--- src/mcb_pkg.sv ---
package mcb_pkg;

    localparam int REG_W   = 13;
    localparam int IDX_W   = 3;
    localparam int PIX_W   = 32;
    localparam int COORD_W = 12;

    // register indexes on the config port
    localparam logic [IDX_W-1:0] REG_OFFSET_X      = 3'd0;
    localparam logic [IDX_W-1:0] REG_OFFSET_Y      = 3'd1;
    localparam logic [IDX_W-1:0] REG_SOURCE_WIDTH  = 3'd2;
    localparam logic [IDX_W-1:0] REG_SOURCE_HEIGHT = 3'd3;
    localparam logic [IDX_W-1:0] REG_DEST_WIDTH    = 3'd4;
    localparam logic [IDX_W-1:0] REG_DEST_HEIGHT   = 3'd5;

    // mask color bits all set: leave the destination untouched
    localparam logic [23:0] KEEP_PATTERN = 24'hFF_FFFF;

    typedef struct packed {
        logic [REG_W-1:0] offset_x;
        logic [REG_W-1:0] offset_y;
        logic [REG_W-1:0] source_width;
        logic [REG_W-1:0] source_height;
        logic [REG_W-1:0] dest_width;
        logic [REG_W-1:0] dest_height;
    } t_cfg;

endpackage

--- src/mcb_cfg_regs.sv ---
module mcb_cfg_regs (
    input  logic                        i_clk,
    input  logic                        i_rst_n,
    input  logic                        i_cfg_valid,
    output logic                        o_cfg_ready,
    input  logic [mcb_pkg::IDX_W-1:0]   i_cfg_index,
    input  logic [mcb_pkg::REG_W-1:0]   i_cfg_data,
    output mcb_pkg::t_cfg               o_cfg
);

    mcb_pkg::t_cfg r_cfg;
    mcb_pkg::t_cfg n_cfg;

    assign o_cfg_ready = 1'b1;
    assign o_cfg       = r_cfg;

    always_comb begin
        n_cfg = r_cfg;
        if (i_cfg_valid) begin
            unique case (i_cfg_index)
                mcb_pkg::REG_OFFSET_X:      n_cfg.offset_x      = i_cfg_data;
                mcb_pkg::REG_OFFSET_Y:      n_cfg.offset_y      = i_cfg_data;
                mcb_pkg::REG_SOURCE_WIDTH:  n_cfg.source_width  = i_cfg_data;
                mcb_pkg::REG_SOURCE_HEIGHT: n_cfg.source_height = i_cfg_data;
                mcb_pkg::REG_DEST_WIDTH:    n_cfg.dest_width    = i_cfg_data;
                mcb_pkg::REG_DEST_HEIGHT:   n_cfg.dest_height   = i_cfg_data;
                default:                    n_cfg = r_cfg;
            endcase
        end
    end

    always_ff @(posedge i_clk) begin
        if (!i_rst_n) begin
            r_cfg.offset_x      <= '0;
            r_cfg.offset_y      <= '0;
            r_cfg.source_width  <= mcb_pkg::REG_W'(1);
            r_cfg.source_height <= mcb_pkg::REG_W'(1);
            r_cfg.dest_width    <= mcb_pkg::REG_W'(1);
            r_cfg.dest_height   <= mcb_pkg::REG_W'(1);
        end else begin
            r_cfg <= n_cfg;
        end
    end

endmodule

--- src/masked_clipped_blit.sv ---
// Masked, clipped blit. Source pixels arrive on the slave stream in raster
// order, each beat carrying the source pixel and its mask pixel. The block
// tracks column and row over the source frame (wrapping at the frame end,
// never reset by a register write) and places each pixel at
// (column + offset_x, row + offset_y). A write beat goes out only when that
// point lies inside the destination and the mask's low 24 bits are not all
// ones; everything else is dropped silently. Size registers of zero act as
// one and sizes above MAX_SIDE act as MAX_SIDE. One beat is taken every clock
// while m_axis is not stalled; it passes the input register, then the output
// register. Write configuration only while no beat is in flight.
module masked_clipped_blit #(
    parameter int MAX_SIDE = 4096
) (
    input  logic                        i_clk,
    input  logic                        i_rst_n,
    input  logic                        s_axis_tvalid,
    output logic                        s_axis_tready,
    input  logic [63:0]                 s_axis_tdata,   // source_pixel, mask_pixel
    output logic                        m_axis_tvalid,
    input  logic                        m_axis_tready,
    output logic [55:0]                 m_axis_tdata,   // write_x, write_y, write_pixel
    input  logic                        i_cfg_valid,
    output logic                        o_cfg_ready,
    input  logic [mcb_pkg::IDX_W-1:0]   i_cfg_index,
    input  logic [mcb_pkg::REG_W-1:0]   i_cfg_data
);

    localparam int REG_W = mcb_pkg::REG_W;
    localparam int CW    = $clog2(MAX_SIDE);
    localparam int AW    = ((CW > REG_W) ? CW : REG_W) + 2;

    mcb_pkg::t_cfg cfg;

    mcb_cfg_regs u_cfg (
        .i_clk       (i_clk),
        .i_rst_n     (i_rst_n),
        .i_cfg_valid (i_cfg_valid),
        .o_cfg_ready (o_cfg_ready),
        .i_cfg_index (i_cfg_index),
        .i_cfg_data  (i_cfg_data),
        .o_cfg       (cfg)
    );

    function automatic logic [REG_W-1:0] eff_size(input logic [REG_W-1:0] v);
        logic [REG_W-1:0] s;
        s = v;
        if (v == '0)
            s = REG_W'(1);
        else if (32'(v) > MAX_SIDE)
            s = REG_W'(MAX_SIDE);
        return s;
    endfunction

    logic [REG_W-1:0] sw, sh, dw, dh;
    assign sw = eff_size(cfg.source_width);
    assign sh = eff_size(cfg.source_height);
    assign dw = eff_size(cfg.dest_width);
    assign dh = eff_size(cfg.dest_height);

    // raster counters
    logic [CW-1:0] r_col, n_col, r_row, n_row;
    logic          s_acc;

    assign s_acc = s_axis_tvalid && s_axis_tready;

    always_comb begin
        n_col = r_col;
        n_row = r_row;
        if (s_acc) begin
            if (AW'(r_col) + AW'(1) >= AW'(sw)) begin
                n_col = '0;
                if (AW'(r_row) + AW'(1) >= AW'(sh))
                    n_row = '0;
                else
                    n_row = r_row + CW'(1);
            end else begin
                n_col = r_col + CW'(1);
            end
        end
    end

    // input stage
    logic                       r_s1_valid;
    logic [CW-1:0]              r_s1_col, r_s1_row;
    logic [mcb_pkg::PIX_W-1:0]  r_s1_pixel;
    logic                       r_s1_paint;

    // output stage
    logic                       r_o_valid, n_o_valid;
    logic [mcb_pkg::COORD_W-1:0] r_o_x, r_o_y;
    logic [mcb_pkg::PIX_W-1:0]  r_o_pixel;

    logic out_free, s1_free;
    assign out_free      = !r_o_valid || m_axis_tready;
    assign s1_free       = !r_s1_valid || out_free;
    assign s_axis_tready = s1_free;

    logic signed [AW-1:0] dx, dy;
    logic                 in_dest;

    assign dx = $signed(AW'(r_s1_col))
              + $signed({{(AW-REG_W){cfg.offset_x[REG_W-1]}}, cfg.offset_x});
    assign dy = $signed(AW'(r_s1_row))
              + $signed({{(AW-REG_W){cfg.offset_y[REG_W-1]}}, cfg.offset_y});
    assign in_dest = !dx[AW-1] && !dy[AW-1]
                  && (AW'(dx) < AW'(dw)) && (AW'(dy) < AW'(dh));

    always_comb begin
        n_o_valid = r_o_valid;
        if (out_free)
            n_o_valid = r_s1_valid && in_dest && r_s1_paint;
    end

    always_ff @(posedge i_clk) begin
        if (!i_rst_n) begin
            r_col      <= '0;
            r_row      <= '0;
            r_s1_valid <= 1'b0;
            r_o_valid  <= 1'b0;
        end else begin
            r_col     <= n_col;
            r_row     <= n_row;
            r_o_valid <= n_o_valid;
            if (s1_free)
                r_s1_valid <= s_axis_tvalid;
        end
    end

    always_ff @(posedge i_clk) begin
        if (s_acc) begin
            r_s1_col   <= r_col;
            r_s1_row   <= r_row;
            r_s1_pixel <= s_axis_tdata[31:0];
            r_s1_paint <= s_axis_tdata[55:32] != mcb_pkg::KEEP_PATTERN;
        end
        if (out_free) begin
            r_o_x     <= dx[mcb_pkg::COORD_W-1:0];
            r_o_y     <= dy[mcb_pkg::COORD_W-1:0];
            r_o_pixel <= r_s1_pixel;
        end
    end

    assign m_axis_tvalid = r_o_valid;
    assign m_axis_tdata  = {r_o_pixel, r_o_y, r_o_x};

endmodule

--- config.mk ---
export PLATFORM = sky130hd
export DESIGN_NAME = masked_clipped_blit
export DESIGN_NICKNAME = d
export VERILOG_FILES = /design/src/mcb_pkg.sv /design/src/mcb_cfg_regs.sv /design/src/masked_clipped_blit.sv
export SDC_FILE = /design/constraint.sdc
export NUM_CORES = 1
export LEC_CHECK = 0
export BUFFER_PORTS_ARGS = -buffer_cell sky130_fd_sc_hd__buf_2
export CAP_MARGIN = 30
export CELL_PAD_IN_SITES_DETAIL_PLACEMENT = 0
export CELL_PAD_IN_SITES_GLOBAL_PLACEMENT = 1
export CORE_ASPECT_RATIO = 2
export CORE_UTILIZATION = 40
export DETAILED_ROUTE_END_ITERATION = 6
export GPL_ROUTABILITY_DRIVEN = 0
export PLACE_DENSITY = 0.81
export RECOVER_POWER = 25
export SLEW_MARGIN = 0
export SYNTH_ARGS = -nofsm -noshare
export SYNTH_HDL_FRONTEND = slang
export SYNTH_HIERARCHICAL = 1
export SYNTH_SLANG_ARGS = --single-unit
--- constraint.sdc ---
create_clock -name i_clk -period 3.2 [get_ports i_clk]
set_input_delay 0.96 -clock i_clk [delete_from_list [all_inputs] [get_ports i_clk]]
set_output_delay 0.96 -clock i_clk [all_outputs]
set_load 0.01 [all_outputs]
==> qor.yml <==
clocking:
  clk_path_buf_depth: 3
  cts_made_buffers: 20
  htree_levels: 1
  hold_buffers: 0
  cts-root-buf: "clkbuf_16"
  cts_sinks: 217
  clk_latency_ps: 510
  cts_tree: "built"
  clk_pin_slew_ps: 60
global_route:
  first_global_vias: 7540
  busiest_layer: "met2"
  grtUsageMet2_pct: 38.6
  globalRouteMet1Util_pct: 18.2
  grt_max_degree: 66
  grt_util_met3_pct: 2.02
  antenna_found_initial: 0
  gr-total-overflow: 0
  gr-usage-all-layers_pct: 18.9
  grt_pass1_wl_mm: 37.7
cells_and_area:
  layout_common_cells: "172 x nand2_1, 134 x buf_2, 113 x edfxtp_1"
  fillers: 2347
  drive_above_1_share_pct: 23.0
  multi_input_area_um2: 4560
  seqCellArea_um2: 5480
  final_util_pct: 49.4
  finalInstanceArea_um2: 12400
  num_antenna_cells: 0
  syn_to_final_growth_pct: 21.6
  largest_reg_flops: 78
  fin_nets: 1250
  final_common_cell: "nand2_1"
synthesis:
  ys_warn_count: 6
  ys_types: 70
  netlist_area_um2: 10200
  synth_edf_count: 113
  avgSynthCellArea_um2: 11.2
  syn_nets: 1068
  ys_seq_elements: 217
  synth-main-ff-cell: "edfxtp_1"
  ys_async_sr_fraction_pct: 0
  synthCells: 905
  synth-seq-area-share_pct: 53.8
power:
  intPower_mw: 4.88
  p_switching_mw: 1.41
  ir_drop_mv: 0.332
  p_sw_share_pct: 22.5
  leakagePower_nw: 5.39
  p_clk_share_pct: 41.7
  comb_power_share_pct: 9.5
  power_frac_seq_pct: 48.9
  power_density_nw_per_um2: 509
worst_setup_path:
  worstPathMaxFanout: 3
  r2r_end: "m_axis_tvalid"
  cp.arrival_ps: 3810
  rr_worst_depth: 16
  worstSetupStartpointType: "register"
  required_ps: 3630
  crit_path_end_kind: "register"
  rrSetupSlack_ps: -180
  critPathKind: "reg -> reg"
  r2r_start: "r_s1_col[0]"
placement:
  placed_area_um2: 11600
  io_buffer_count: 134
  dp_hpwl_mm: 18.1
  dpl_worst_slack_ps: -164
route:
  firstDrtPassIters: 4
  num_vias: 7306
  drtIter0Drc: 287
  wl_per_cell_um: 16.8
  antenna_left: 0
  totalWireLength_mm: 24.1
  post-route-drc-count: 0
  viasPerCell: 5.09
job:
  cap_viol_max_count: 0
timing:
  fin_skew_ps: 8.84
  hold_viol: 0
  hold-worst-slack_ps: 419
  finalCritPeriodShare_pct: 106
  maxSlewHeadroom_pct: 45.1
  layout_setup_ws_ps: -185
  tightest_slew_ps: 823
  finalSetupViolCount: 1
  grt_setup_unrepaired: "true"
  fmax_mhz: 295
  slew_violations: 0
  period_needed_ps: 3380
min_path:
  hp-start: "r_s1_pixel[17]"
  hold_class: "reg -> reg"
  min_delay_worst_endpoint: "r_o_pixel[17]"
  min_path_cells: 0
die:
  fp.dieArea_um2: 26100
  die_h_um: 227
  die_w_um: 115
  start_util_pct: 40.6
  io_pins: 144
  fp-row-count: 82
  core_um2: 25000
run_status:
  status: "finished with violations"
  violations: "negative setup slack"
-- power groups by stage --
stage | logic (mW) | registers, mW | clock network [mW]
detailed placement | 0.585 | 3.14 | 0
global route | 0.655 | 3.09 | 2.79
global placement | 0.578 | 3.13 | 0
finish | 0.595 | 3.08 | 2.62
floorplan | 0.296 | 3.16 | 0
CTS | 0.590 | 3.08 | 2.70
-- worst max-delay path, stage by stage (launching register included) --
cell and delay, ps:
edfxtp_1 370, ha_2 200, inv_2 60, fa_2 200, and2b_2 220, o31a_2 290
o221a_1 240, o21a_1 230, nor2_1 110, o21ba_2 150, xnor2_2 120, ha_4 240
a221oi_2 250, o211ai_1 120, nor3_1 190, o211ai_1 110, nor3_1 190
-- layout make-up --
| class | instances | area share [%] |
|---|---|---|
| Clock inverter | 10 | 1.25 |
| Inverter | 18 | 0.546 |
| Clock buffer | 25 | 4.61 |
| Sequential cell | 217 | 44.3 |
| Tap cell | 336 | 3.40 |
| Timing Repair Buffer | 192 | 9.00 |
| Multi-Input combinational cell | 638 | 36.9 |
-- synthesized netlist by cell type (16+ instances only) --
| library cell | n | area (um^2) |
|---|---|---|
| nand2_1 | 172 | 646 |
| edfxtp_1 | 113 | 3390 |
| dfxtp_1 | 104 | 2080 |
| mux2i_1 | 79 | 791 |
| ha_1 | 76 | 951 |
| a21oi_1 | 33 | 165 |
| nor2_1 | 31 | 116 |
| xnor2_1 | 27 | 236 |
| nand3_1 | 23 | 115 |
| o21ai_0 | 21 | 105 |
| clkbuf_1 | 20 | 75.1 |
| inv_1 | 16 | 60.1 |
-- per-layer routing --
metal | up-vias | part of all wire [%]
met1 | 3458 | 36
met3 | 43 | 3.5
met2 | 152 | 57
met4 | 0 | 4.0
met5 | - | 0
li1 | 3653 | -
-- worst max path at each step --
stage                      startpoint             to
after floorplan           r_s1_col[0]  m_axis_tvalid
after global placement    r_s1_col[0]  m_axis_tvalid
after detailed placement  r_s1_col[0]  m_axis_tvalid
after CTS                 r_s1_col[0]  m_axis_tvalid
after global routing      r_s1_col[0]  m_axis_tvalid
final                     r_s1_col[0]  m_axis_tvalid
-- per-stage QoR --
stage,std cells,setup TNS [ps],total power [mW]
CTS,1434,-185,6.36
detailed placement,1399,-164,3.73
global placement,1399,-147,3.71
floorplan,905,0,3.46
global route,1436,-495,6.53
finish,1436,-185,6.29
-- kinds of logic after synthesis --
logic type	Yosys count	synth area share [%]
and+or+nand+nor	316	14.7
other	1	0.0369
xor gates and xnor gates	32	2.76
DFF	217	53.8
buffers and inverters	50	2.19
muxes	79	7.78
adders and majority gates	78	9.75
AOI/OAI and AO/OA	132	8.96
-- repair_timing --
action,4_1_cts,5_1_grt
endpoints found under the setup margin,1,8
gates resized for setup,2,15
pin swaps,1,12
setup buffers,0,2
(Power assumes the default switching activity.)
